--- src/rtl/amp_sqrt_pipe.sv ---
// amp_sqrt_pipe: pipelined integer square root, one result bit per stage
// depends on nothing; carries a side payload alongside the radicand
module amp_sqrt_pipe #(
  parameter int InW  = 64,
  parameter int SideW = 8
) (
  input  logic                 clk,
  input  logic                 rst,
  input  logic                 valid,
  input  logic [InW-1:0]       radicand,
  input  logic [SideW-1:0]     side,
  output logic                 root_valid,
  output logic [InW/2-1:0]     root,
  output logic [SideW-1:0]     root_side
);
  localparam int OutW = InW / 2;

  logic [OutW:0]            vld;
  logic [InW-1:0]           rem  [OutW+1];
  logic [OutW-1:0]          res  [OutW+1];
  logic [SideW-1:0]         sd   [OutW+1];

  assign vld[0] = valid;
  assign rem[0] = radicand;
  assign res[0] = '0;
  assign sd[0]  = side;

  // restoring digit-by-digit root, msb first
  for (genvar k = 0; k < OutW; k++) begin : g_stage
    localparam int Sh = 2 * (OutW - 1 - k);
    logic [InW+1:0] trial;
    logic [InW+1:0] rem_ext;
    always_comb begin
      trial   = ({2'b0, {(InW-OutW){1'b0}}, res[k]} << (Sh + 2)) |
                ({{(InW+1){1'b0}}, 1'b1} << Sh);
      rem_ext = {2'b0, rem[k]};
    end
    always_ff @(posedge clk) begin
      if (rst) begin
        vld[k+1] <= 1'b0;
      end else begin
        vld[k+1] <= vld[k];
      end
      sd[k+1] <= sd[k];
      if (rem_ext >= trial) begin
        rem[k+1] <= InW'(rem_ext - trial);
        res[k+1] <= {res[k][OutW-2:0], 1'b1};
      end else begin
        rem[k+1] <= rem[k];
        res[k+1] <= {res[k][OutW-2:0], 1'b0};
      end
    end
  end

  assign root_valid = vld[OutW];
  assign root       = res[OutW];
  assign root_side  = sd[OutW];
endmodule

--- config.mk ---
export PLATFORM = sky130hd
export DESIGN_NAME = amp_sqrt_pipe
export DESIGN_NICKNAME = d
export VERILOG_FILES = /design/src/rtl/amp_sqrt_pipe.sv
export SDC_FILE = /design/constraint.sdc
export NUM_CORES = 2
export LEC_CHECK = 0
export ABC_AREA = 0
export BUFFER_PORTS_ARGS = -buffer_cell sky130_fd_sc_hd__buf_2
export CAP_MARGIN = 15
export CORE_ASPECT_RATIO = 1.5
export CORE_MARGIN = 8
export CORE_UTILIZATION = 30
export CTS_CLUSTER_DIAMETER = 200
export CTS_CLUSTER_SIZE = 16
export DETAILED_ROUTE_END_ITERATION = 6
export PLACE_DENSITY = 0.46
export SYNTH_ARGS = -nofsm -noshare
export SYNTH_HDL_FRONTEND = slang
export SYNTH_SLANG_ARGS = --single-unit
--- constraint.sdc ---
create_clock -name clk -period 3.65 [get_ports clk]
set_input_delay 0.5475 -clock clk [delete_from_list [all_inputs] [get_ports clk]]
set_output_delay 0.5475 -clock clk [all_outputs]
set_load 0.05 [all_outputs]
==> implementation parameters <==
Parameter                              Value

Outcome
  Result of the run ... complete, no violations

Power
  Reported net switching power ... about 30 mW
  VDD IR-drop max ... between 0.4 and 0.5 mV
  Design internal power ... 57.5 mW
  Share of total power in the clock network ... 0.229
  Combinational Power Share ... 0.279
  Sequential power share ... 0.493
  Switching Fraction ... 0.343
  Pleak ... approximately 53 nW
  Tot Pwr ... between 80 and 90 mW
  Power per cell area ... between 700 and 800 nW/um^2

STA
  Final Hold Viols ... 0
  Final clock period utilization by the worst path ... 0.976
  Setup Skew ... between 0.09 and 0.1 ns
  Maximum clock rate ... 281 MHz
  Final slew viol count ... 0
  Relative max-transition margin ... 0.217
  Pin slew with the least headroom to its limit ... ~1.2 ns
  Post-route worst setup slack ... roughly 0.09 ns
  Final sum of negative setup slack ... 0 ns
  Setup Viol. Count Final ... 0
  Tmin final ... 3.56 ns
  Worst hold slack after final layout ... between 0.1 and 0.15 ns

Layout
  Layout overhead on the synthesized area ... 15.5%
  Net count, final ... 11.3k
  Total area of multi-input combinational cells ... 42800 sq um
  Count of fill cells added during filler insertion ... approximately 34k
  Finished Cell Area ... between 100000 and 150000 sq um
  Register Area ... 56100 sq um
  Post-route non-filler standard cell count ... ~15k
  Fraction of layout instances using a drive strength above 1 ... 0.0985
  Post-Route Utilization ... 0.347

Clock tree
  Total number of clock tree sinks ... 2800
  Clock transition at the registers of the reported paths ... approximately 0.080 ns
  TritonCTS clock tree ... done
  Worst-skew pair later-pin latency ... between 0.9 and 1 ns
  TritonCTS Buffers ... 200
  Root buf cell ... sky130_fd_sc_hd__clkbuf_16
  Clock H-tree levels ... 4
  Maximum number of buffers from clock root to sink ... 4

Drt
  DR DRC count ... 0
  Total wirelength of the detailed-routed design ... between 300000 and 400000 um
  Routed WL per cell ... 20.9 um
  Per-cell via count in the routed design ... between 4 and 5
  Residual antenna-violating net count after detailed routing ... 0
  Vias post-DR ... between 70k and 80k
  Count of routing violations after the opening detailed-route iteration ... between 3k and 4k
  Count of TritonRoute iterations in the first routing pass ... 7

Placed design
  Placer Congestion ... approximately 0.96
  Instance area after placement ... 111000 sq um
  Dpl hpwl ... between 200000 and 300000 um
  Number of instances in the placed design ... 14.9k
  Worst slack at placement ... -0.601 ns
  Count of buffers inserted at the top-level ports ... roughly 120

Worst hold path
  Path type of the worst min-delay path ... in2reg
  Cells on Worst Hold Path ... 2

Global route
  Number of antenna violations at the first check in global routing ... 9
  Pin count of the biggest net entering global routing ... a little under 60
  Remaining global-route overflow ... 0
  Global-route wire length before repair ... 467000 um
  Combined global-route utilization of all metal layers ... 0.171
  Via count of the first global-routing pass ... between 70k and 80k

Floorplan
  Starting utilization of the core area ... 0.301
  Horizontal die dimension ... 492 um
  Placeable core region ... between 300000 and 400000 sq um
  Number of placed I/O pins ... about 120
  Vert. Die Dim ... roughly 730 um
  Row Count ... ~260
  Total Die Area ... about 360000 sq um

Worst setup path
  Maximum cell stage delay along the critical path ... ~0.66 ns
  Worst Reg-to-Reg Cells ... 10
  Highest net fanout along the worst path ... 36
  Worst Setup Path Type ... reg2reg
  Startpoint type of the worst setup path ... flip-flop
  Slowest CP cell ... sky130_fd_sc_hd__or4b_2
  Required time of the critical path ... 4.42 ns
  CP arrival ... 4.33 ns
  Worst path cell trace ... or4_1 -> or4b_2 -> a211oi_1 -> nand2_2 -> a211o_1 -> and2_1 -> buf_12 -> nor2_1 -> a21oi_4 -> buf_4
  Endpoint type of the worst setup path ... flip-flop

Logic synthesis
  Total number of yosys warnings ... 0
  Number of unique standard cell types used by synthesis ... 91
  Portion of the post-synthesis area used by sequential elements ... 0.550
  Top flip-flop cell by instance count after synthesis ... sky130_fd_sc_hd__dfxtp_1
  Async set-or-reset flop fraction in the synthesized netlist ... 0
  Post-synth design cell area ... between 100000 and 150000 sq um
  Avg Inst Size Synth ... around 10 sq um
  Number of synthesized register bits ... 2800
  Net count of the mapped netlist ... 10.6k
  Number of flops mapped to enable cells by yosys ... 0
  Gate Count Post-Synth ... 9992

Flow run
  Number of max-capacitance violations reported ... 0
-- flip-flops by register name, summed over array words and instances (netlist names) --
register and flops:
g_stage.rem_ext 1984, g_stage.trial 496, sd 248, root 32, vld 31, root_side 8, root_valid 1
-- cell usage after synthesis, types with 41 or more instances --
master | instances | share of area
sky130_fd_sc_hd__o31ai_1 | 41 | 0.0030
sky130_fd_sc_hd__and3_1 | 46 | 0.0028
sky130_fd_sc_hd__ha_1 | 558 | 0.069
sky130_fd_sc_hd__xor2_1 | 430 | 0.037
sky130_fd_sc_hd__nor4b_1 | 52 | 0.0045
sky130_fd_sc_hd__o21bai_1 | 46 | 0.0034
sky130_fd_sc_hd__dfxtp_1 | 2800 | 0.55
sky130_fd_sc_hd__nor3_1 | 241 | 0.012
sky130_fd_sc_hd__nand2b_1 | 96 | 0.0059
sky130_fd_sc_hd__a31oi_1 | 48 | 0.0029
sky130_fd_sc_hd__a21oi_1 | 641 | 0.031
sky130_fd_sc_hd__o21a_1 | 95 | 0.0070
sky130_fd_sc_hd__o21ai_0 | 406 | 0.020
sky130_fd_sc_hd__a211oi_1 | 50 | 0.0037
sky130_fd_sc_hd__mux2_2 | 85 | 0.0094
sky130_fd_sc_hd__inv_1 | 691 | 0.025
sky130_fd_sc_hd__nand4_1 | 192 | 0.012
sky130_fd_sc_hd__nand3_1 | 162 | 0.0080
sky130_fd_sc_hd__or3_1 | 111 | 0.0068
sky130_fd_sc_hd__clkbuf_1 | 189 | 0.0070
sky130_fd_sc_hd__nand2_1 | 564 | 0.021
sky130_fd_sc_hd__nor2b_1 | 104 | 0.0064
sky130_fd_sc_hd__nor4_1 | 370 | 0.023
sky130_fd_sc_hd__nor2_1 | 677 | 0.025
sky130_fd_sc_hd__or4_1 | 77 | 0.0057
sky130_fd_sc_hd__a21o_1 | 250 | 0.018
sky130_fd_sc_hd__xnor2_1 | 460 | 0.040
-- power groups by stage --
stage / Sequential (mW) / Clock (mW) / Combinational (mW)
3_5_place_dp: 43.9 / 0 / 24.3
3_3_place_gp: 43.9 / 0 / 24.1
5_1_grt: 43.7 / 21.9 / 26.9
2_1_floorplan: 40.7 / 0 / 16.3
4_1_cts: 43.2 / 20.9 / 24.5
6_report: 43.1 / 20.0 / 24.4
-- final timing paths --
kind / end / from / slack (ns)
worst max-delay path: g_stage[23].rem_ext[19] / g_stage[22].rem_ext[50] / 0.09
worst min register to register: sd[154] / sd[162] / 0.31
worst min-delay path: vld[4] / rst / 0.15
worst max register to register: g_stage[23].rem_ext[19] / g_stage[22].rem_ext[50] / 0.09
-- layer usage --
layer	track usage	up-vias	share of wire
li1	-	35900	-
met1	0.127	34200	0.29
met2	0.376	1460	0.60
met3	0.0184	819	0.024
met4	0.131	0	0.094
met5	0	-	0
-- layout by cell type (no fill, tap or decap), types with 192 or more instances in the layout --
cell                        Yosys  layout
sky130_fd_sc_hd__a21o_1       250     250
sky130_fd_sc_hd__nand4_1      192     192
sky130_fd_sc_hd__buf_4          9     454
sky130_fd_sc_hd__nor3_1       241     233
sky130_fd_sc_hd__nand2_1      564     562
sky130_fd_sc_hd__ha_1         558     556
sky130_fd_sc_hd__xnor2_1      460     453
sky130_fd_sc_hd__inv_1        691     691
sky130_fd_sc_hd__nor2_1       677     677
sky130_fd_sc_hd__clkbuf_16      0     201
sky130_fd_sc_hd__a21oi_1      641     631
sky130_fd_sc_hd__dfxtp_1     2800    2798
sky130_fd_sc_hd__nor4_1       370     357
sky130_fd_sc_hd__xor2_1       430     428
sky130_fd_sc_hd__o21ai_0      406     400
-- area by class of cell --
| cell class | instances | share of cell area |
|---|---|---|
| well taps | 4488 | 0.0477 |
| flip-flops and latches | 2800 | 0.476 |
| clock buffers | 201 | 0.0427 |
| multi-input cells | 6274 | 0.364 |
| clock inverters | 4 | 0.000393 |
| diodes | 47 | 0.00100 |
| repair buffers | 675 | 0.0453 |
| inverters | 697 | 0.0223 |
-- kinds of logic after synthesis --
kind of cell,share of synthesized area
and+or+nand+nor,0.148
xor gates and xnor gates,0.0765
adders and majority gates,0.0685
buffers and inverters,0.0346
AOI/OAI and AO/OA,0.112
muxes,0.0101
DFF,0.550
-- critical path, delay by kind of cell, from the launching register on --
| family | cells | cell delay [ns] |
|---|---|---|
| AND/OR/NAND/NOR | 5 | 1.86 |
| flip-flops | 1 | 0.46 |
| buffers and inverters | 2 | 0.32 |
| AO/OA/AOI/OAI | 3 | 0.74 |
-- repair_timing --
action	4_1_cts	5_1_grt
setup buffers	0	3
endpoints found under the hold margin	74	0
hold buffers	74	0
pin swaps	4	5
endpoints found under the setup margin	192	115
gates resized for setup	39	41
Note: power is estimated with default switching activity, not from simulation.
